`src/rtl/lclt_pkg.sv`:
```
package lclt_pkg;

  // Signed coordinate wide enough for a run end plus a full walk of 255 cells
  localparam int CRD_W  = 12;
  // APB address bits for seven word-spaced registers
  localparam int CFG_AW = 5;

  typedef logic signed [CRD_W-1:0] crd_t;

  localparam logic [1:0] DIR_POS_X = 2'd0;
  localparam logic [1:0] DIR_POS_Y = 2'd1;
  localparam logic [1:0] DIR_NEG_X = 2'd2;
  localparam logic [1:0] DIR_NEG_Y = 2'd3;

  typedef struct packed {
    logic [8:0]  eff_width;
    logic [8:0]  eff_height;
    logic [15:0] level;
    logic [7:0]  start_x;
    logic [7:0]  start_y;
    logic [1:0]  start_dir;
    logic [7:0]  start_len;
    logic        reload;
  } cfg_t;

  typedef struct packed {
    logic valid;
    crd_t x;
    crd_t y;
  } probe_req_t;

  typedef struct packed {
    logic valid;
    logic hit;
  } probe_rsp_t;

  function automatic crd_t step_dx(input logic [1:0] dir);
    case (dir)
      DIR_POS_X: return crd_t'(1);
      DIR_NEG_X: return crd_t'(-1);
      default:   return crd_t'(0);
    endcase
  endfunction

  function automatic crd_t step_dy(input logic [1:0] dir);
    case (dir)
      DIR_POS_Y: return crd_t'(1);
      DIR_NEG_Y: return crd_t'(-1);
      default:   return crd_t'(0);
    endcase
  endfunction

endpackage

```
`src/rtl/lclt_cfg.sv`:
```
module lclt_cfg import lclt_pkg::*; #(
  parameter int MAX_WIDTH  = 256,
  parameter int MAX_HEIGHT = 256
) (
  input  logic              clk_i,
  input  logic              rst_ni,
  input  logic              psel,
  input  logic              penable,
  input  logic              pwrite,
  input  logic [CFG_AW-1:0] paddr,
  input  logic [31:0]       pwdata,
  output logic [31:0]       prdata,
  output logic              pready,
  output cfg_t              cfg_o
);

  typedef enum logic [2:0] {
    REG_MAP_WIDTH,
    REG_MAP_HEIGHT,
    REG_TRACE_LEVEL,
    REG_START_X,
    REG_START_Y,
    REG_START_DIR,
    REG_START_LEN
  } reg_e;

  function automatic logic [8:0] clamp_dim(input logic [8:0] v, input int cap);
    if (v == 9'd0) return 9'd1;
    if (int'(v) > cap) return 9'(cap);
    return v;
  endfunction

  logic [8:0]  width_q, height_q, effw_q, effh_q;
  logic [15:0] level_q;
  logic [7:0]  sx_q, sy_q, slen_q;
  logic [1:0]  sdir_q;
  logic        reload_q;
  logic        wr_en;
  logic        start_wr;
  reg_e        reg_idx;

  assign pready   = 1'b1;
  assign reg_idx  = reg_e'(paddr[CFG_AW-1:2]);
  assign wr_en    = psel && penable && pwrite;
  assign start_wr = wr_en && (reg_idx == REG_START_X || reg_idx == REG_START_Y ||
                              reg_idx == REG_START_DIR || reg_idx == REG_START_LEN);

  always_ff @(posedge clk_i or negedge rst_ni) begin
    if (!rst_ni) begin
      width_q  <= 9'd256;
      height_q <= 9'd256;
      effw_q   <= clamp_dim(9'd256, MAX_WIDTH);
      effh_q   <= clamp_dim(9'd256, MAX_HEIGHT);
      level_q  <= 16'd1;
      sx_q     <= '0;
      sy_q     <= '0;
      sdir_q   <= '0;
      slen_q   <= '0;
      reload_q <= 1'b0;
    end else begin
      reload_q <= start_wr;
      if (wr_en) begin
        case (reg_idx)
          REG_MAP_WIDTH: begin
            width_q <= pwdata[8:0];
            effw_q  <= clamp_dim(pwdata[8:0], MAX_WIDTH);
          end
          REG_MAP_HEIGHT: begin
            height_q <= pwdata[8:0];
            effh_q   <= clamp_dim(pwdata[8:0], MAX_HEIGHT);
          end
          REG_TRACE_LEVEL: level_q <= pwdata[15:0];
          REG_START_X:     sx_q    <= pwdata[7:0];
          REG_START_Y:     sy_q    <= pwdata[7:0];
          REG_START_DIR:   sdir_q  <= pwdata[1:0];
          REG_START_LEN:   slen_q  <= pwdata[7:0];
          default: ;
        endcase
      end
    end
  end

  always_comb begin
    case (reg_idx)
      REG_MAP_WIDTH:   prdata = 32'(width_q);
      REG_MAP_HEIGHT:  prdata = 32'(height_q);
      REG_TRACE_LEVEL: prdata = 32'(level_q);
      REG_START_X:     prdata = 32'(sx_q);
      REG_START_Y:     prdata = 32'(sy_q);
      REG_START_DIR:   prdata = 32'(sdir_q);
      REG_START_LEN:   prdata = 32'(slen_q);
      default:         prdata = '0;
    endcase
  end

  assign cfg_o.eff_width  = effw_q;
  assign cfg_o.eff_height = effh_q;
  assign cfg_o.level      = level_q;
  assign cfg_o.start_x    = sx_q;
  assign cfg_o.start_y    = sy_q;
  assign cfg_o.start_dir  = sdir_q;
  assign cfg_o.start_len  = slen_q;
  assign cfg_o.reload     = reload_q;

endmodule

```
`config.mk`:
```
export PLATFORM = sky130hd
export DESIGN_NAME = lclt_cfg
export DESIGN_NICKNAME = d
export VERILOG_FILES = /design/src/rtl/lclt_pkg.sv /design/src/rtl/lclt_cfg.sv
export SDC_FILE = /design/constraint.sdc
export NUM_CORES = 1
export LEC_CHECK = 0
export BUFFER_PORTS_ARGS = -buffer_cell sky130_fd_sc_hd__buf_4
export CAP_MARGIN = 20
export CELL_PAD_IN_SITES_DETAIL_PLACEMENT = 1
export CELL_PAD_IN_SITES_GLOBAL_PLACEMENT = 1
export CORE_ASPECT_RATIO = 1.75
export CORE_MARGIN = 4
export CORE_UTILIZATION = 42
export DETAILED_ROUTE_END_ITERATION = 10
export PLACE_DENSITY_LB_ADDON = 0.1
export REMOVE_ABC_BUFFERS = 1
export SLEW_MARGIN = 20
export SYNTH_ARGS = -nofsm -noshare
export SYNTH_HDL_FRONTEND = slang
export SYNTH_SLANG_ARGS = --single-unit
```
`constraint.sdc`:
```
create_clock -name clk_i -period 1.7 [get_ports clk_i]
set_input_delay 0 -clock clk_i [delete_from_list [all_inputs] [get_ports clk_i]]
set_output_delay 0 -clock clk_i [all_outputs]
set_load 0.05 [all_outputs]
```
==> results of run 1 <==
## metrics by stage
step / cells / worst slack, ns / TNS, ns / utilization (%) / total power, W
after floorplan: 267 / -0.215 / -0.574 / - / 0.00408
after global placement: 498 / 0.218 / 0 / 53.4 / 0.00484
after detailed placement: 498 / 0.199 / 0 / 53.4 / 0.00489
after CTS: 533 / 0.0559 / 0 / 59.1 / 0.00693
after global routing: 532 / 0.0405 / 0 / 59.0 / 0.00718
final: 532 / 0.102 / 0 / 59.0 / 0.00686
## how the worst max path moves through the flow
stage,start,end,slack (ns)
global route,penable,width_q[4]$_DFFE_PN0P_,0.04
detailed placement,paddr[4],width_q[5]$_DFFE_PN0P_,0.20
global placement,paddr[4],width_q[6]$_DFFE_PN0P_,0.22
finish,penable,width_q[7]$_DFFE_PN0P_,0.10
CTS,penable,reload_q$_DFF_PN0_,0.06
floorplan,slen_q[5]$_DFFE_PN0P_,prdata[5],-0.22
## flip-flops by register name, summed over array words and instances, names as in the netlist, 2 cells and up
| name | cells |
|---|---|
| effw_q | 9 |
| sdir_q | 2 |
| slen_q | 8 |
| sy_q | 8 |
| level_q | 16 |
| sx_q | 8 |
| effh_q | 9 |
| height_q | 9 |
| width_q | 9 |
## synthesized netlist by cell type, drive strengths merged, types with 2 or more instances
cell / count / area share (%)
mux2i: 16 / 4.2
nor3b: 2 / 0.40
inv: 3 / 0.30
clkbuf: 3 / 0.30
nand2: 8 / 0.79
or2: 2 / 0.33
dfstp: 5 / 3.5
o221ai: 6 / 1.4
a21oi: 3 / 0.40
nor2: 8 / 1.1
dfrtp: 74 / 49
nand2b: 3 / 0.50
mux2: 77 / 24
nor2b: 9 / 1.5
conb: 2 / 0.20
and2: 7 / 1.2
nand3: 6 / 0.79
o21a: 6 / 1.2
nor4: 2 / 0.33
buf: 28 / 5.3
## per-layer routing
layer	global-route usage, %	up-vias	part of all wire [%]
li1	-	1228	-
met1	23.3	1393	38
met2	38.9	85	56
met3	4.94	7	5.0
met4	6.88	0	1.0
met5	0	-	0
## cell type report
class,count,area share (%)
clock buffers,13,5.25
clock inverters,3,0.777
inverters,3,0.219
multi-input cells,185,31.6
flip-flops and latches,79,38.5
well taps,117,2.84
repair buffers,132,20.8
## cell families (layout without fill, tap and decap cells)
family,after synthesis,after routing,synth area share [%]
compound gates,22,22,4.37
xor+xnor,1,1,0.232
flops,79,79,52.5
other cells,2,17,0.199
buf+inv,34,151,5.93
simple gates,51,51,8.08
mux,94,94,28.7
## power breakdown
group          internal, W  switching [W]  total (W)  leakage (nW)
registers          0.00224       0.000247    0.00249          1.01
logic             0.000823        0.00157    0.00240          1.37
clock network      0.00125       0.000723    0.00198         0.156
## timing repair
action | CTS | global route
hold endpoints to repair | 83 | 0
hold buffers | 19 | 0
endpoints found under the setup margin | 0 | 1
==> metrics.cfg, run 1 <==
[outcome]
status = complete, no violations

[critical_path]
ff2ff_setup_slack_ns = 0.89
r2r-end = level_q[8]$_DFFE_PN0P_
crit_path_max_incr_delay_ns = 0.53
crit_path_end_kind = flop
crit_path_start_kind = input port
cp.arrival_ns = 1.81
critPathTopFamily = buffers and inverters
rr_worst_depth = 1
path_buf_inv = 3
crit_path_max_fanout = 15
critPathRequiredTime_ns = 1.91
r2r_start = level_q[8]$_DFFE_PN0P_
critPathKind = in2reg
crit_cells = 6
critical_path.cell_chain = dlygate4sd3_1, buf_4, nand4b_4, or3_1, buf_12, mux2_4
cp_slowest_cell = dlygate4sd3_1

[floorplanning]
rows = 45
dieArea_um2 = 10600
start_util_pct = 43.3
die_w_um = 79.7
io_pins = 136
coreArea_um2 = 8730
die_h_um = 133

[placed_design]
portBuffers = 100
post-dp-hpwl_um = 7140
placed_area_um2 = 4660
gp_congestion = 0.761

[clocking]
clk-insertion-delay-late_ns = 0.33
htree_levels = 3
cts_root_buf = clkbuf_16
tritoncts = done
cts_buffers = 9
cts_num_sinks = 79
cts_resized = 0
clk_path_buf_depth = 2
clkTransAtPathRegs_ns = 0.06
post_cts_buffers = 0

[timing]
slew_violations = 0
fin_crit_sh_pct = 94.0
finalClockSkew_ns = 0
hold_slack_ns = 0.0537
setup_viol = 0
final.min_clock_period_ns = 1.60
rsz0062_at_grt = no
final_hold_viol_count = 0
fmax_mhz = 626

[global_routing]
grt_overflow_total = 0
grt_pass1_wl_um = 16900
grt_max_degree = 50
antenna_found_initial = 0
grt_pass1_vias = 3061
grt_usage_pct = 21.2

[synthesis]
synth.distinct_cells = 38
ys_seq_area_share_pct = 52.5
synth_seq_cells = 79
syn_avg_cell_area_um2 = 13.3
netlist_area_um2 = 3780
async_flop_share_pct = 100
synth_edf_count = 0
yosysWarnings = 0
syn_inst = 283
ys.flop_type = dfrtp_1

[final_layout]
seq_area_um2 = 1980
final_common_cell = buf_4
num-fill-cells = 903
layout-drive-gt1-share_pct = 53.0
n_antenna_cell = 0
synthToLayoutAreaGrowth_pct = 36.4
layout_common_cells = 111 x buf_4, 74 x dfrtp_1, 68 x mux2_2, 18 x dlygate4sd3_1, 17 x conb_1
nets = 452
multi_input_area_um2 = 1630
fin_area_um2 = 5150

[routing]
totalWireLength_um = 10400
post_drt_wl_per_cell_um = 19.6
drc = 0
firstDrtPassIters = 3
ant_nets = 0
drt_iter0_drc = 140
vias = 2713
via_per_inst = 5.10

[power]
p_per_area_nw_per_um2 = 1330
leakagePower_nw = 2.54
peakVddDrop_v = 0.000852

[job]
cap_violations = 0

[min_path]
holdPathEnd = effh_q[0]$_DFFE_PN0P_
min_from = pwrite
holdPathStages = 3
holdCritPathClass = in2reg

No activity file was read; power rests on OpenSTA's default activity.
==> run 2, diff against run 1 <==
- ABC_AREA: not set -> 1
- CORE_UTILIZATION: 42 -> 38
- MAX_ROUTING_LAYER: not set -> met4
==> metrics.cfg, run 2 <==
[timing]
final.min_clock_period_ns = 1.38  ; -0.223 ns
final_hold_viol_count = 0  ; unchanged
slew_violations = 0  ; unchanged
max_slew.worst_pin.slew_ns = 0.630
fin_tns_setup_ns = 0  ; unchanged
setup_viol = 0  ; unchanged
relSlewSlack_pct = 58.0
hold_slack_ns = 0.144  ; +0.0903 ns
finalClockSkew_ns = 0  ; unchanged
fin_crit_sh_pct = 80.9  ; -13 points
fmax_mhz = 727  ; +16%
rsz0062_at_grt = no

[synthesis]
synth_area_leaders = dfrtp_1 52%, nand2_1 14%, o21ai_0 8.0%
syn_inst = 439  ; +55%
synth_seq_cells = 79  ; unchanged
synth_common_cells = 135 x nand2_1, 74 x dfrtp_1, 57 x o21ai_0
synth_top_area_cell = dfrtp_1
ys.flop_type = dfrtp_1
synth.distinct_cells = 24  ; -37%
syn_avg_cell_area_um2 = 8.17  ; -39%
async_flop_share_pct = 100  ; unchanged
ys_seq_area_share_pct = 55.3  ; +2.8 points
synth_most_common_cell = nand2_1
yosysWarnings = 0  ; unchanged
netlist_area_um2 = 3590  ; -5.0%
yosysTopAreaCellShare_pct = 51.6  ; +2.6 points
synth_edf_count = 0  ; unchanged

[routing]
ant_nets = 0  ; unchanged
totalWireLength_um = 11300  ; +8.0%
post_drt_wl_per_cell_um = 16.4  ; -16%
drc = 0  ; unchanged
firstDrtPassIters = 4  ; +1
drt_iter0_drc = 101  ; -28%
via_per_inst = 4.77  ; -6.4%
vias = 3279  ; +21%

[clocking]
clk-insertion-delay-late_ns = 0.33  ; about the same
clk_path_buf_depth = 2  ; unchanged
cts_buffers = 9  ; unchanged
htree_levels = 3  ; unchanged
clkTransAtPathRegs_ns = 0.05  ; about the same
cts_root_buf = clkbuf_16
post_cts_buffers = 0  ; unchanged
cts_resized = 0  ; unchanged
postCtsHoldBufs = 17  ; -2
tritoncts = done
cts_num_sinks = 79  ; unchanged

[power]
power_frac_seq_pct = 38.1  ; +1.9 points
p_clk_share_pct = 26.9  ; -1.9 points
finalPower_w = 0.00648  ; -5.5%
swShare_pct = 39.9  ; +2.8 points
p_switching_w = 0.00259  ; +1.6%
peakVddDrop_v = 0.000667  ; -22%
p_per_area_nw_per_um2 = 1330  ; about the same
pwr-share-comb_pct = 35.0  ; about the same
leakagePower_nw = 2.59  ; +2.2%
p_int_w = 0.00390  ; -9.7%

[floorplanning]
die_w_um = 81.4  ; +2.2%
coreArea_um2 = 9150  ; +4.9%
die_h_um = 137  ; +2.3%
io_pins = 136  ; unchanged
dieArea_um2 = 11100  ; +4.6%
start_util_pct = 39.2  ; -4.1 points
rows = 46  ; +2.2%

[critical_path]
critPathKind = reg2out
path_buf_inv = 2  ; -1
crit_path_max_fanout = 3  ; -12
cp.arrival_ns = 1.38  ; -0.43 ns
critPathRequiredTime_ns = 1.70  ; -0.21 ns
crit_path_start_kind = flop
critical_path.cell_chain = inv_1, nor2_1, nor3_1, nand3_1, buf_4
ff2ff_setup_slack_ns = 0.90  ; about the same
crit_path_max_incr_delay_ns = 0.40  ; -0.13 ns
cp_slowest_cell = dfrtp_1
critPathTopFamily = flip-flops
crit_path_end_kind = output pin

[global_routing]
grt_overflow_total = 0  ; unchanged
antenna_found_initial = 0  ; unchanged
grt_usage_pct = 22.2  ; +1.0 points
grt_pass1_wl_um = 17900  ; +5.9%
grt_pass1_vias = 3437  ; +12%
grt_max_degree = 53  ; +6.0%

[placed_design]
gp_congestion = 0.807  ; +6.1%
portBuffers = 100  ; unchanged
post-dp-hpwl_um = 8270  ; +16%

[final_layout]
n_antenna_cell = 0  ; unchanged
utilization_pct = 53.2  ; -5.8 points
synthToLayoutAreaGrowth_pct = 35.7
num-fill-cells = 1113  ; +23%
layout_common_cells = 135 x nand2_1, 109 x buf_4, 74 x dfrtp_1, 57 x o21ai_0, 44 x inv_1
regMostFlops = level_q
multi_input_area_um2 = 1280  ; -21%
final_common_cell = nand2_1
seq_area_um2 = 1980  ; unchanged
largest_reg_flops = 16  ; unchanged
layout-drive-gt1-share_pct = 24.9  ; -28 points
nets = 604  ; +34%

[job]
cap_violations = 0  ; unchanged

[min_path]
holdCritPathClass = in2async

[outcome]
status = complete, no violations

[run 2: cell types whose count changed in the layout (fill, tap and decap cells not counted), moves of 9 or more]
cell,delta
o21ai_0,+56
nand2_1,+127
a21oi_1,+12
nor2_1,+38
inv_1,+41
nor2b_1,-9
mux2i_1,-16
mux2_2,-68
mux2_4,-9
[run 2: area by class of cell]
class,instances,area share [%]
Timing Repair Buffer,127,20.7
Clock buffer,15,5.29
Sequential cell,79,40.7
Tap cell,120,3.08
Inverter,49,3.78
Clock inverter,1,0.103
Multi-Input combinational cell,296,26.3
[run 2: worst paths after layout]
check / endpoint / cells after the start / startpoint
setup / recovery: prdata[5] / 5 / sy_q[5]$_DFFE_PN0P_
hold / removal: reload_q$_DFF_PN0_ / 2 / rst_ni
setup reg to reg: height_q[8]$_DFFE_PN1P_ / 2 / height_q[8]$_DFFE_PN1P_
hold reg to reg: effh_q[8]$_DFFE_PN1P_ / 2 / effh_q[8]$_DFFE_PN1P_
max in group asynchronous: effh_q[8]$_DFFE_PN1P_ / 3 / rst_ni
min in group clk_i: reload_q$_DFF_PN0_ / 3 / paddr[3]
[run 2: kinds of logic after synthesis]
logic type      count (synthesis)  share of synthesized area (%)
simple gates                  198                           22.2
compound gates                 81                           11.7
flops                          79                           55.3
buf+inv                        79                           10.6
other cells                     2                          0.209
[run 2: layer usage]
layer  track usage, %  wire length [um]
met5                -                 0
met4             6.67               167
met3             5.47               634
met2             38.6              6060
met1             24.6              4400
[run 2: power by group through the flow]
stage	Sequential, W	Clock (W)	Combinational (W)
final	0.00247	0.00175	0.00227
after global placement	0.00248	0	0.00222
after CTS	0.00247	0.00179	0.00229
after floorplan	0.00335	0	0.000629
after detailed placement	0.00250	0	0.00226
after global routing	0.00251	0.00187	0.00242
[run 2: metrics by stage]
stage	cells	worst slack, ns	cell area [um2]
global placement	654	0.408	4440
floorplan	424	0.310	3450
CTS	687	0.308	4870
global route	687	0.193	4870
finish	687	0.325	4870
detailed placement	654	0.356	4440
==> run 3, diff against run 2 <==
- ABC_AREA: 1 -> 0
- CORE_UTILIZATION: 38 -> 35
- clock period: 1.7 -> 1.1 ns (I/O delays scaled with it)
==> metrics.cfg, run 3 (same netlist as run 1, synthesis figures left out) <==
[final_layout]
multi_input_area_um2 = 1700  ; +33%
n_antenna_cell = 0  ; unchanged
regMostFlops = level_q
synthToLayoutAreaGrowth_pct = 53.3
layout_common_cells = 138 x buf_4, 74 x dfrtp_1, 67 x mux2_2, 19 x dlygate4sd3_1
final_common_cell = buf_4
seq_area_um2 = 1980  ; unchanged
num-fill-cells = 1087  ; -2.3%
nets = 506  ; -16%
instances_no_fill = 596  ; -13%
layout-drive-gt1-share_pct = 60.3  ; +35 points
largest_reg_flops = 16  ; unchanged

[global_routing]
antenna_found_initial = 0  ; unchanged
grt_max_degree = 32  ; -40%
grt_pass1_vias = 3298  ; -4.0%
grt_usage_pct = 19.4  ; -2.8 points
grt_pass1_wl_um = 18100  ; +1.3%
grt_overflow_total = 0  ; unchanged

[routing]
totalWireLength_um = 11300  ; +0.20%
drc = 0  ; unchanged
ant_nets = 0  ; unchanged
via_per_inst = 4.89  ; +2.4%
drt_iter0_drc = 77  ; -24%
vias = 2912  ; -11%
post_drt_wl_per_cell_um = 18.9  ; +15%
firstDrtPassIters = 4  ; unchanged

[floorplanning]
dieArea_um2 = 12600  ; +13%
die_w_um = 86.5  ; +6.2%
io_pins = 136  ; unchanged
rows = 49  ; +6.5%
start_util_pct = 36.2  ; -3.0 points
coreArea_um2 = 10400  ; +14%
die_h_um = 145  ; +6.5%

[outcome]
status = finished, violations left
violations = setup timing

[min_path]
min_from = pwdata[7]
holdCritPathClass = in2reg
holdPathStages = 3
holdPathEnd = width_q[7]$_DFFE_PN0P_

[timing]
max_slew.worst_pin.slew_ns = 0.571  ; -0.0593 ns
setup_viol = 10  ; +10
fin_tns_setup_ns = -2.41  ; -2.41 ns
slew_violations = 0  ; unchanged
final_hold_viol_count = 0  ; unchanged
fmax_mhz = 662
fin_crit_sh_pct = 137
setup_ws_ns = -0.410  ; -0.735 ns
final.min_clock_period_ns = 1.51
rsz0062_at_grt = yes
relSlewSlack_pct = 61.6  ; +3.7 points
finalClockSkew_ns = 0  ; unchanged

[clocking]
htree_levels = 3  ; unchanged
cts_num_sinks = 79  ; unchanged
clkTransAtPathRegs_ns = 0.06  ; about the same
clk-insertion-delay-late_ns = 0.33  ; about the same
clk_path_buf_depth = 2  ; unchanged
cts_root_buf = clkbuf_16
cts_buffers = 9  ; unchanged
tritoncts = done

[placed_design]
post-dp-hpwl_um = 8140  ; -1.5%
portBuffers = 100  ; unchanged
gp_congestion = 0.772  ; -4.3%
dp_slack_ns = -0.274  ; -0.630 ns
placed_cells = 551  ; -16%

[critical_path]
crit_path_max_fanout = 2  ; -1
r2r_start = width_q[3]$_DFFE_PN0P_
path_buf_inv = 1  ; -1
r2r-end = width_q[3]$_DFFE_PN0P_
critPathRequiredTime_ns = 1.10  ; -0.60 ns
critPathKind = reg2out
crit_path_start_kind = flop
ff2ff_setup_slack_ns = 0.10  ; -0.80 ns
crit_path_end_kind = output pin
cp_slowest_cell = mux4_2
critPathTopFamily = multiplexers
crit_path_max_incr_delay_ns = 0.46  ; +0.06 ns
critical_path.cell_chain = mux4_2, o21a_1, buf_6
cp.arrival_ns = 1.51  ; +0.13 ns
rr_worst_depth = 3  ; +1

[power]
leakagePower_nw = 2.86  ; +10%
p_per_area_nw_per_um2 = 1920  ; +44%
finalPower_w = 0.0111  ; +72%
peakVddDrop_v = 0.000984  ; +48%

[job]
cap_violations = 0  ; unchanged

run 3: tightest hold or removal path, delay by kind of cell:
family                 cells  cell delay [ns]
buffers and inverters      2             0.23
muxes                      1             0.14
run 3: cell type report:
| type | instances | area share (%) |
|---|---|---|
| flip-flops and latches | 79 | 34.2 |
| multi-input cells | 185 | 29.4 |
| repair buffers | 186 | 28.2 |
| clock buffers | 13 | 4.49 |
| well taps | 127 | 2.74 |
| clock inverters | 3 | 0.735 |
| inverters | 3 | 0.194 |
run 3: per-stage QoR:
stage,hold WS [ns],instance area [um2],util (%)
floorplan,-0.296,3620,-
global placement,-0.0838,5050,48.4
detailed placement,-0.0789,5050,48.4
CTS,0.0541,5730,54.9
global route,0.0606,5790,55.6
finish,0.0617,5790,55.6
run 3: how the worst max path moves through the flow:
stage	start	to	slack, ns	depth (start not counted)
after detailed placement	paddr[4]	sy_q[4]$_DFFE_PN0P_	-0.27	6
after floorplan	slen_q[5]$_DFFE_PN0P_	prdata[5]	-0.82	3
final	sx_q[0]$_DFFE_PN0P_	prdata[0]	-0.41	3
after CTS	height_q[0]$_DFFE_PN0P_	prdata[0]	-0.43	3
after global routing	sx_q[0]$_DFFE_PN0P_	prdata[0]	-0.47	3
after global placement	paddr[4]	sx_q[4]$_DFFE_PN0P_	-0.27	6
run 3: layer usage:
metal  GRT usage [%]  vias up  part of all wire [%]
li1                -     1338                     -
met1            21.8     1481                    39
met2            34.1       78                    56
met3            3.40       15                   3.9
met4            6.32        0                   1.9
met5               -        -                     0
run 3: repair_timing:
item / CTS / global route
pin swaps: 7 / 4
buffers inserted: 10 / 5
gates resized for setup: 26 / 17
endpoints found under the hold margin: 117 / 0
hold buffers: 19 / 0
setup endpoints to repair: 16 / 16
run 3: power breakdown:
group          switching [W]  total, W  internal, W
combinational        0.00260   0.00432      0.00172
sequential          0.000349   0.00381      0.00346
clock                0.00112   0.00300      0.00188
total                0.00407    0.0111      0.00706
